**src/design/ptsr_pkg.sv**
```systemverilog
`timescale 1ns / 1ps
// ---------------------------------------------------------------------------
// Tilt servo ramp package
// Shared types, register indexes and reset values for the tilt servo ramp.
// ---------------------------------------------------------------------------
package ptsr_pkg;

  localparam int PERIOD_W = 26;
  localparam int STEP_W   = 16;
  localparam int ANGLE_W  = 8;
  localparam int CFG_W    = 26;
  localparam int INDEX_W  = 2;

  // Configuration register indexes.
  localparam logic [INDEX_W-1:0] REG_TURN_PERIOD   = 2'd0;
  localparam logic [INDEX_W-1:0] REG_STEP_INTERVAL = 2'd1;
  localparam logic [INDEX_W-1:0] REG_UP_ANGLE      = 2'd2;
  localparam logic [INDEX_W-1:0] REG_DOWN_ANGLE    = 2'd3;

  // Reset values of the configuration registers.
  localparam logic [PERIOD_W-1:0] TURN_PERIOD_RST   = 26'd10800000;
  localparam logic [STEP_W-1:0]   STEP_INTERVAL_RST = 16'd20;
  localparam logic [ANGLE_W-1:0]  UP_ANGLE_RST      = 8'd15;
  localparam logic [ANGLE_W-1:0]  DOWN_ANGLE_RST    = 8'd165;

  typedef struct packed {
    logic [PERIOD_W-1:0] turn_period;
    logic [STEP_W-1:0]   step_interval;
    logic [ANGLE_W-1:0]  up_angle;
    logic [ANGLE_W-1:0]  down_angle;
  } cfg_t;

  typedef struct packed {
    logic               at_target;
    logic               tilted_up;
    logic [ANGLE_W-1:0] servo_angle;
  } result_t;

endpackage

```
**src/design/periodic_tilt_servo_ramp.sv**
```systemverilog
`timescale 1ns / 1ps
// ---------------------------------------------------------------------------
// Periodic tilt servo ramp
// Tilt reversal timer with a rate-limited one-degree servo ramp.
// ---------------------------------------------------------------------------
// Usage:
//   Each beat on the slave stream is one millisecond tick; s_tdata bit 0 is
//   the qualified button press. Every tick yields exactly one beat on the
//   master stream with the servo angle, the tilt direction and whether the
//   servo sits on its target.
//   Configuration is written through cfg_wr_en / cfg_index / cfg_data; the
//   user must write it only while no tick is in flight, which the block does
//   not enforce. A write takes effect at its clock edge. The result beat is
//   registered and appears in the cycle after its tick is accepted. The tick
//   state update and the result are computed in one pass, so the rate is one
//   tick per cycle while the receiver takes beats. While the receiver stalls,
//   the result register holds its beat and s_tready stays low until that beat
//   is taken; a beat taken in the same cycle lets a new tick in.
//   Synchronous reset restores the default configuration, sets the servo
//   position and target to zero with the tilt down, clears both timers,
//   and empties the result register.
// ---------------------------------------------------------------------------
module periodic_tilt_servo_ramp import ptsr_pkg::*; (
  input  logic               clk,
  input  logic               rst,
  input  logic               s_tvalid,
  output logic               s_tready,
  input  logic [7:0]         s_tdata,   // [0] button_press, [7:1] zero
  output logic               m_tvalid,
  input  logic               m_tready,
  output logic [15:0]        m_tdata,   // [7:0] servo_angle, [8] tilted_up,
                                        // [9] at_target, [15:10] zero
  input  logic               cfg_wr_en,
  input  logic [INDEX_W-1:0] cfg_index,
  input  logic [CFG_W-1:0]   cfg_data
);

  cfg_t    cfg;
  result_t result;
  logic    tick;

  // Configuration registers.
  always_ff @(posedge clk) begin
    if (rst) begin
      cfg.turn_period   <= TURN_PERIOD_RST;
      cfg.step_interval <= STEP_INTERVAL_RST;
      cfg.up_angle      <= UP_ANGLE_RST;
      cfg.down_angle    <= DOWN_ANGLE_RST;
    end else if (cfg_wr_en) begin
      unique case (cfg_index)
        REG_TURN_PERIOD:   cfg.turn_period   <= cfg_data;
        REG_STEP_INTERVAL: cfg.step_interval <= cfg_data[STEP_W-1:0];
        REG_UP_ANGLE:      cfg.up_angle      <= cfg_data[ANGLE_W-1:0];
        REG_DOWN_ANGLE:    cfg.down_angle    <= cfg_data[ANGLE_W-1:0];
        default: ;
      endcase
    end
  end

  // A tick enters when the result register is empty or being drained.
  assign s_tready = !m_tvalid || m_tready;
  assign tick     = s_tvalid && s_tready;

  ptsr_core u_core (
    .clk          (clk),
    .rst          (rst),
    .tick         (tick),
    .button_press (s_tdata[0]),
    .cfg          (cfg),
    .result       (result)
  );

  // Result register.
  always_ff @(posedge clk) begin
    if (rst) begin
      m_tvalid <= 1'b0;
    end else if (s_tready) begin
      m_tvalid <= s_tvalid;
    end
  end

  always_ff @(posedge clk) begin
    if (tick) begin
      m_tdata <= {6'd0, result.at_target, result.tilted_up, result.servo_angle};
    end
  end

endmodule

```
**src/design/ptsr_core.sv**
```systemverilog
`timescale 1ns / 1ps
// ---------------------------------------------------------------------------
// Tilt servo ramp core
// Holds the tilt and ramp state and works out one tick in a single pass.
// ---------------------------------------------------------------------------
module ptsr_core import ptsr_pkg::*; (
  input  logic    clk,
  input  logic    rst,
  input  logic    tick,
  input  logic    button_press,
  input  cfg_t    cfg,
  output result_t result
);

  logic [ANGLE_W-1:0]  position, position_next;
  logic [ANGLE_W-1:0]  target, target_next;
  logic                tilt_up, tilt_up_next;
  logic [PERIOD_W-1:0] period_elapsed, period_elapsed_next;
  logic [STEP_W-1:0]   step_elapsed, step_elapsed_next;
  logic                step_forced, step_forced_next;

  logic [PERIOD_W-1:0] period_inc;
  logic [STEP_W-1:0]   step_inc;
  logic                period_due;
  logic                tilt_mid;
  logic [ANGLE_W-1:0]  target_mid;
  logic                step_now;

  always_comb begin
    // Saturating tick counters.
    period_inc = (period_elapsed != '1) ? period_elapsed + 1'b1 : period_elapsed;
    step_inc   = (step_elapsed != '1) ? step_elapsed + 1'b1 : step_elapsed;

    // Automatic reversal when the period has been exceeded.
    period_due = period_inc > cfg.turn_period;
    tilt_mid   = period_due ? ~tilt_up : tilt_up;
    target_mid = period_due ? (tilt_up ? cfg.down_angle : cfg.up_angle) : target;

    // One-degree ramp step toward the target in force after the period check.
    step_now = (position != target_mid) &&
               (step_forced || (step_inc > cfg.step_interval));
    position_next     = position;
    step_elapsed_next = step_inc;
    step_forced_next  = step_forced;
    if (step_now) begin
      position_next     = (position < target_mid) ? position + 1'b1 : position - 1'b1;
      step_elapsed_next = '0;
      step_forced_next  = 1'b0;
    end

    // A press reverses again, forces a step and restarts the period.
    period_elapsed_next = period_due ? '0 : period_inc;
    tilt_up_next        = tilt_mid;
    target_next         = target_mid;
    if (button_press) begin
      tilt_up_next        = ~tilt_mid;
      target_next         = tilt_mid ? cfg.down_angle : cfg.up_angle;
      step_forced_next    = 1'b1;
      period_elapsed_next = '0;
    end

    result.servo_angle = position_next;
    result.tilted_up   = tilt_up_next;
    result.at_target   = position_next == target_next;
  end

  // State registers, updated on every accepted tick.
  always_ff @(posedge clk) begin
    if (rst) begin
      position       <= '0;
      target         <= '0;
      tilt_up        <= 1'b0;
      period_elapsed <= '0;
      step_elapsed   <= '0;
      step_forced    <= 1'b0;
    end else if (tick) begin
      position       <= position_next;
      target         <= target_next;
      tilt_up        <= tilt_up_next;
      period_elapsed <= period_elapsed_next;
      step_elapsed   <= step_elapsed_next;
      step_forced    <= step_forced_next;
    end
  end

endmodule
```
**config.mk**
```make
export PLATFORM = sky130hd
export DESIGN_NAME = periodic_tilt_servo_ramp
export DESIGN_NICKNAME = d
export VERILOG_FILES = /design/src/design/ptsr_pkg.sv /design/src/design/periodic_tilt_servo_ramp.sv /design/src/design/ptsr_core.sv
export SDC_FILE = /design/constraint.sdc
export NUM_CORES = 1
export LEC_CHECK = 0
export BUFFER_PORTS_ARGS = -buffer_cell sky130_fd_sc_hd__buf_2
export CORE_MARGIN = 8
export CORE_UTILIZATION = 45
export CTS_BUF_LIST = sky130_fd_sc_hd__clkbuf_8
export CTS_CLUSTER_SIZE = 24
export DETAILED_ROUTE_END_ITERATION = 12
export GPL_TIMING_DRIVEN = 0
export PLACE_DENSITY = 0.73
export RECOVER_POWER = 100
export SYNTH_ARGS = -nofsm -noshare
export SYNTH_HDL_FRONTEND = slang
export SYNTH_SLANG_ARGS = --single-unit
export TNS_END_PERCENT = 5
```
**constraint.sdc**
```tcl
create_clock -name clk -period 7.2 [get_ports clk]
set_input_delay 0.36 -clock clk [delete_from_list [all_inputs] [get_ports clk]]
set_output_delay 0.36 -clock clk [all_outputs]
set_load 0.03 [all_outputs]
```
==> results of run 1 <==
[flip-flops by register name, indices dropped and copies added (netlist names)]
| name | flops |
|---|---|
| cfg | 58 |
| m_tdata | 10 |
| m_tvalid | 1 |
| u_core.period_elapsed | 26 |
| u_core.position | 8 |
| u_core.step_elapsed | 16 |
| u_core.step_forced | 1 |
| u_core.target | 8 |
| u_core.tilt_up | 1 |
[how the worst min path moves through the flow]
stage	start	endpoint	slack, ns	cells past startpoint
after floorplan	cfg[17]$_SDFFE_PP0P_	cfg[17]$_SDFFE_PP0P_	0.44	2
final	cfg_data[18]	cfg[50]$_SDFFE_PP1P_	0.11	2
after CTS	cfg_data[18]	cfg[50]$_SDFFE_PP1P_	0.09	2
after detailed placement	cfg[17]$_SDFFE_PP0P_	cfg[17]$_SDFFE_PP0P_	0.45	2
after global placement	cfg[38]$_SDFFE_PP0P_	cfg[38]$_SDFFE_PP0P_	0.44	2
after global routing	cfg_data[18]	cfg[50]$_SDFFE_PP1P_	0.09	2
[repair_timing]
item / 4_1_cts / 5_1_grt
pin swaps: 4 / 11
resized for setup: 14 / 41
endpoints found under the hold margin: 0 / 0
endpoints found under the setup margin: 15 / 7
setup buffers: 6 / 14
[layout make-up]
| class | count | share of cell area, % |
|---|---|---|
| plain buffers | 55 | 2.829 |
| clock buffers | 19 | 2.857 |
| clock inverters | 13 | 2.091 |
| inverters | 54 | 2.214 |
| multi-input cells | 754 | 53.57 |
| flip-flops and latches | 129 | 29.55 |
| well taps | 225 | 3.075 |
| repair buffers | 63 | 3.814 |
[Yosys cell counts, types with 19 or more instances]
cell type  count  share of area, %
a21o_1        19               1.8
a21oi_1       89               5.7
a22oi_1       24               2.3
clkbuf_1      46               2.2
dfxtp_1      119                30
ha_1          58               9.2
inv_1         53               2.5
nand2_1      162               7.7
nand3_1       38               2.4
nand4_1       27               2.1
nor2_1        94               4.5
nor3_1        25               1.6
xnor2_1       38               4.2
[power by group through the flow]
stage,combinational [mW],clock [mW],sequential (mW)
2_1_floorplan,0.219,0,0.800
3_3_place_gp,0.311,0,0.790
3_5_place_dp,0.319,0,0.790
4_1_cts,0.331,0.725,0.774
5_1_grt,0.383,0.756,0.778
6_report,0.348,0.716,0.775
[per-stage QoR]
step	hold WS (ns)	area [sq um]	worst slack, ns
after floorplan	0.4363	7885	0.3481
after global placement	0.4438	8382	-1.353
after detailed placement	0.4470	8382	-1.364
after CTS	0.09066	8925	0.01199
after global routing	0.09250	9154	-0.06335
final	0.1101	9154	0.2959
[metal layers]
metal	vias to the layer above	GRT usage, %
met4	4	9.077
met3	56	4.376
met5	-	0
met1	3381	24.83
met2	208	32.99
li1	3609	-
[critical path: cells and delay by family (launching register included)]
kind	cells	cell delay (ns)
compound gates	11	1.89
mux	1	0.24
buf+inv	3	0.46
xor+xnor	4	0.60
flops	1	0.43
fa+ha+maj	3	0.85
simple gates	11	2.21
[cell families (layout without fill, tap and decap cells)]
logic type	count (synthesis)	in the layout
adder cells (fa/ha/maj)	59	59
buffers and inverters	113	204
flip-flops	129	129
multiplexers	22	22
XOR/XNOR	52	52
AO/OA/AOI/OAI	194	194
AND/OR/NAND/NOR	421	421
other	1	6
==> flow_summary_export.csv, run 1 <==
group,metric,value,unit
status,status,"complete, no violations",
critical_path,endpoint_kind,"flop",
synth,synth_edf_count,10,
clocking,clk_pin_slew_worst_paths,0.08,ns
timing,drv_slew,0,
floorplanning,ioPinCount,59,
final_layout,post-route-util,53.29,%
floorplanning,dieArea,21970,sq um
final_layout,multiInputGateArea,4903,sq um
synth,avgSynthCellArea,7.938,sq um
critical_path,cpMostUsedCell,"a21o_1",
synth,ys.flop_type,"dfxtp_1",
synth,synth_mux_area_share,3.229,%
critical_path,r2r_cells,33,
floorplanning,fp.dieW,148.2,um
clocking,cts_tree,"yes",
timing,fmax,144.8,MHz
placement,dp.cells,1264,
timing,worst_pin_slew,1.093,ns
power_and_ir_drop,power.internal,1.312,mW
critical_path,worstReg2RegEnd,"m_tdata[9]$_DFFE_PP_",
synth,synth_compound_area_share,16.21,%
flow_run,cap_violations,0,
power_and_ir_drop,netSwitchingPower,0.5277,mW
drt,dr.first_iter.drc_count,492,
timing,relSlewSlack,26.44,%
drt,drtPass1Iterations,8,
clocking,clock-root-buffer,"clkbuf_8",
timing,hold_violations,0,
synth,synth-simple-area-share,25.18,%
drt,final_antenna_net_count,0,
placement,place_congestion,0.9198,
critical_path,cp.required,7.45,ns
drt,route.met3.wl,1306,um
critical_path,arrival,7.16,ns
synth,synth_top_family_by_area,"simple AND/OR/NAND/NOR gates",
drt,via_per_inst,5.532,
final_layout,instances_no_fill,1312,
global_routing,antenna_found_initial,2,
final_layout,ff_latch_area,2705,sq um
drt,drt-met1-wl,9538,um
synth,ys_types,62,
clocking,clk_latency,0.45,ns
power_and_ir_drop,seqPwrFrac,42.1,%
power_and_ir_drop,ir_worst_vdd,0.1193,mV
clocking,clk_path_buf_depth,2,
clocking,cts_hold_buffers,0,
global_routing,grt_max_degree,20,
global_routing,grt_pass1_wl,35380,um
critical_path,crit_start,"u_core.period_elapsed[19]$_SDFFE_PP0P_",
critical_path,r2r_setup_slack,0.30,ns
power_and_ir_drop,combPwrFrac,18.9,%
floorplanning,fp-row-count,48,
synth,synthAdderAreaFrac,9.480,%
timing,period_minus_slack,6.904,ns
final_layout,final_cell_mix,"162 x nand2_1, 105 x dfxtp_1, 93 x nor2_1",
synth,async_flop_share,0,%
drt,drc,0,
placement,port_buffers,43,
global_routing,grt_usage,20.12,%
clocking,numCtsBuffers,17,
drt,top_layer_used,"met5",
final_layout,area_growth,16.37,%
critical_path,slowest_stage,"dfxtp_1",
timing,finalClockSkew,0.01285,ns
critical_path,start_kind,"flop",
synth,syn_inst,991,
critical_path,cp_max_fo,10,
synth,yosysWarningCount,0,
floorplanning,coreArea,17180,sq um
final_layout,drive_above_1_share,14.44,%
drt,met2_length,10450,um
timing,tns,0,ns
final_layout,nets,1174,
critical_path,critPathKind,"reg -> reg",
synth,yosysSeqAreaShare,34.10,%
global_routing,grt_pass1_vias,6985,
placement,place_hpwl,16110,um
timing,finalCritPeriodShare,95.89,%
power_and_ir_drop,p_sw_share,28.69,%
critical_path,r2r-start,"u_core.period_elapsed[19]$_SDFFE_PP0P_",
final_layout,antennaDiodeCount,0,
clocking,htree_levels,4,
drt,wl_per_cell,16.83,um
synth,synth_xor_area_share,5.790,%
synth,syn-cell-area,7866,sq um
drt,drt_wl_total,22090,um
critical_path,crit_path_end,"m_tdata[9]$_DFFE_PP_",
floorplanning,initial_core_util,45.80,%
power_and_ir_drop,p_per_area,200.9,nW/um^2
final_layout,n_fill_cell,1669,
final_layout,final_common_cell,"nand2_1",
worst_hold_path,hp-class,"in -> reg",
timing,setup_viol,0,
drt,num_vias,7258,
critical_path,max_stage_delay,0.43,ns
global_routing,grt_overflow,0,
synth,ys_ff_latch,129,
floorplanning,die_h,148.2,um
clocking,cts_sinks,129,
power_and_ir_drop,power,1.839,mW
power_and_ir_drop,pwr-share-clk,39.0,%
power_and_ir_drop,power_leakage,3.802,nW
(Power assumes the default switching activity.)
==> run 2: changes to the inputs <==
--- a/config.mk
+++ b/config.mk
@@ -5,7 +5,7 @@
 export SDC_FILE = /design/constraint.sdc
 export NUM_CORES = 1
 export LEC_CHECK = 0
-export BUFFER_PORTS_ARGS = -buffer_cell sky130_fd_sc_hd__buf_2
+export BUFFER_PORTS_ARGS = -buffer_cell sky130_fd_sc_hd__buf_4
 export CORE_MARGIN = 8
 export CORE_UTILIZATION = 45
 export CTS_BUF_LIST = sky130_fd_sc_hd__clkbuf_8
==> run 2 against run 1 <==
Compared with the run above:
- worst hold slack worse by 0.0097 ns
- combinational power is 2% lower
- critical path type unchanged
- clock power is 17% lower
- clock-buffer cell count stayed put
- design area is 1.5% lower
==> flow_summary_export.csv, run 2 (synthesis gave the netlist of run 1 again) <==
group,metric,value,unit
clocking,cts_tree,"yes",
global_routing,grt_pass1_wl,34220,um
final_layout,antennaDiodeCount,0,
final_layout,final_cell_mix,"162 x nand2_1, 111 x dfxtp_1, 93 x nor2_1",
floorplanning,ioPinCount,59,
floorplanning,initial_core_util,45.80,%
placement,place_hpwl,16000,um
timing,hold_violations,0,
global_routing,antenna_found_initial,1,
timing,drv_slew,0,
drt,num_vias,7286,
floorplanning,fp-row-count,48,
drt,drtPass1Iterations,5,
flow_run,cap_violations,0,
critical_path,cp.required,7.51,ns
worst_hold_path,worstHoldStart,"cfg_data[21]",
global_routing,grt_max_degree,20,
timing,finalClockSkew,0.01156,ns
critical_path,max_stage_delay,0.42,ns
critical_path,arrival,7.16,ns
drt,dr.first_iter.drc_count,718,
global_routing,grt_usage,19.51,%
critical_path,cpMostUsedCell,"buf_4",
timing,fin_ws,0.3586,ns
final_layout,reg_top3,"cfg (58), u_core.period_elapsed (26), u_core.step_elapsed (16)",
timing,relSlewSlack,21.99,%
critical_path,slowest_stage,"dfxtp_1",
critical_path,r2r-start,"u_core.period_elapsed[21]$_SDFFE_PP0P_",
clocking,clk_latency,0.45,ns
drt,final_antenna_net_count,0,
placement,place_ws,-1.567,ns
critical_path,critPathKind,"reg -> reg",
final_layout,final_common_cell,"nand2_1",
final_layout,area_growth,14.59,%
critical_path,cp_max_fo,15,
timing,finalCritPeriodShare,95.02,%
final_layout,regMostFlops,"cfg",
clocking,cts_sinks,129,
final_layout,n_fill_cell,1716,
drt,drt_wl_total,21670,um
critical_path,cp_top_family,"simple AND/OR/NAND/NOR gates",
clocking,clk_pin_slew_worst_paths,0.07,ns
critical_path,start_kind,"flop",
clocking,htree_levels,4,
placement,place_congestion,0.9066,
floorplanning,die_h,148.2,um
timing,period_minus_slack,6.841,ns
floorplanning,coreArea,17180,sq um
global_routing,grt_overflow,0,
timing,fmax,146.2,MHz
final_layout,largest_reg_flops,58,
clocking,clock-root-buffer,"clkbuf_8",
power_and_ir_drop,power_leakage,3.686,nW
floorplanning,fp.dieW,148.2,um
clocking,cts_hold_buffers,0,
timing,tns,0,ns
drt,drc,0,
floorplanning,dieArea,21970,sq um
final_layout,drive_above_1_share,12.43,%
clocking,clk_path_buf_depth,2,
timing,setup_viol,0,
timing,worst_pin_slew,1.168,ns
drt,wl_per_cell,16.63,um
critical_path,cp_num_buf_inv,5,
critical_path,crit_start,"u_core.period_elapsed[21]$_SDFFE_PP0P_",
power_and_ir_drop,power,1.709,mW
clocking,numCtsBuffers,17,
final_layout,nets,1166,
status,status,"complete, no violations",
critical_path,endpoint_kind,"flop",
global_routing,grt_pass1_vias,6609,
power_and_ir_drop,p_per_area,189.6,nW/um^2
power_and_ir_drop,ir_worst_vdd,0.1229,mV
placement,port_buffers,43,
worst_hold_path,hp-class,"in -> reg",
drt,via_per_inst,5.592,
[run 2: changes by cell type in the layout (fill, tap and decap cells not counted), sizes merged]
cell	delta
buf	-7
bufinv	-3
clkbuf	-1
clkinv	+1
inv	+1
[run 2: worst paths after layout]
kind | cells past startpoint | slack, ns | endpoint
hold / removal | 2 | 0.10 | cfg[53]$_SDFFE_PP1P_
setup reg to reg | 35 | 0.36 | u_core.position[7]$_SDFFE_PP0P_
setup / recovery | 35 | 0.36 | u_core.position[7]$_SDFFE_PP0P_
hold reg to reg | 2 | 0.46 | cfg[51]$_SDFFE_PP0P_
[run 2: area by class of cell]
type / instances / area, sq um / area share [%]
clock buffers: 19 / 261.5 / 2.901
clock inverters: 12 / 103.9 / 1.152
flip-flops and latches: 129 / 2693 / 29.87
well taps: 225 / 281.5 / 3.123
inverters: 54 / 202.7 / 2.249
multi-input cells: 754 / 4848 / 53.79
repair buffers: 56 / 375.4 / 4.164
plain buffers: 54 / 247.7 / 2.748
[run 2: repair_timing]
action                                  4_1_cts  5_1_grt
pin swaps                                     4        4
setup buffers                                 5        8
resized for setup                            14       22
endpoints found under the setup margin       15        3
[run 2: per-layer routing]
metal | routed length [um] | global-route usage (%) | part of all wire [%] | vias up
li1 | - | - | - | 3596
met1 | 9444 | 24.32 | 44 | 3404
met2 | 10270 | 32.72 | 47 | 249
met3 | 1518 | 4.527 | 7.0 | 35
met4 | 427 | 6.017 | 2.0 | 2
met5 | 10 | 0 | 0.046 | -
[run 2: power by group]
group          switching [mW]  total (mW)  leakage (nW)  internal, mW
combinational           0.212       0.341          2.40         0.129
sequential             0.0207       0.775          1.07         0.755
clock                   0.278       0.593         0.211         0.314
total                   0.511        1.71          3.69          1.20
[run 2: per-stage QoR]
step                instance area (sq um)  utilization (%)  hold slack [ns]  cells
floorplan                            7885                -           0.4363    996
global placement                     8489            49.42           0.4441   1264
detailed placement                   8489            49.42           0.4482   1264
CTS                                  8931            52.00          0.08700   1296
global route                         9014            52.48          0.08257   1303
finish                               9014            52.48           0.1003   1303
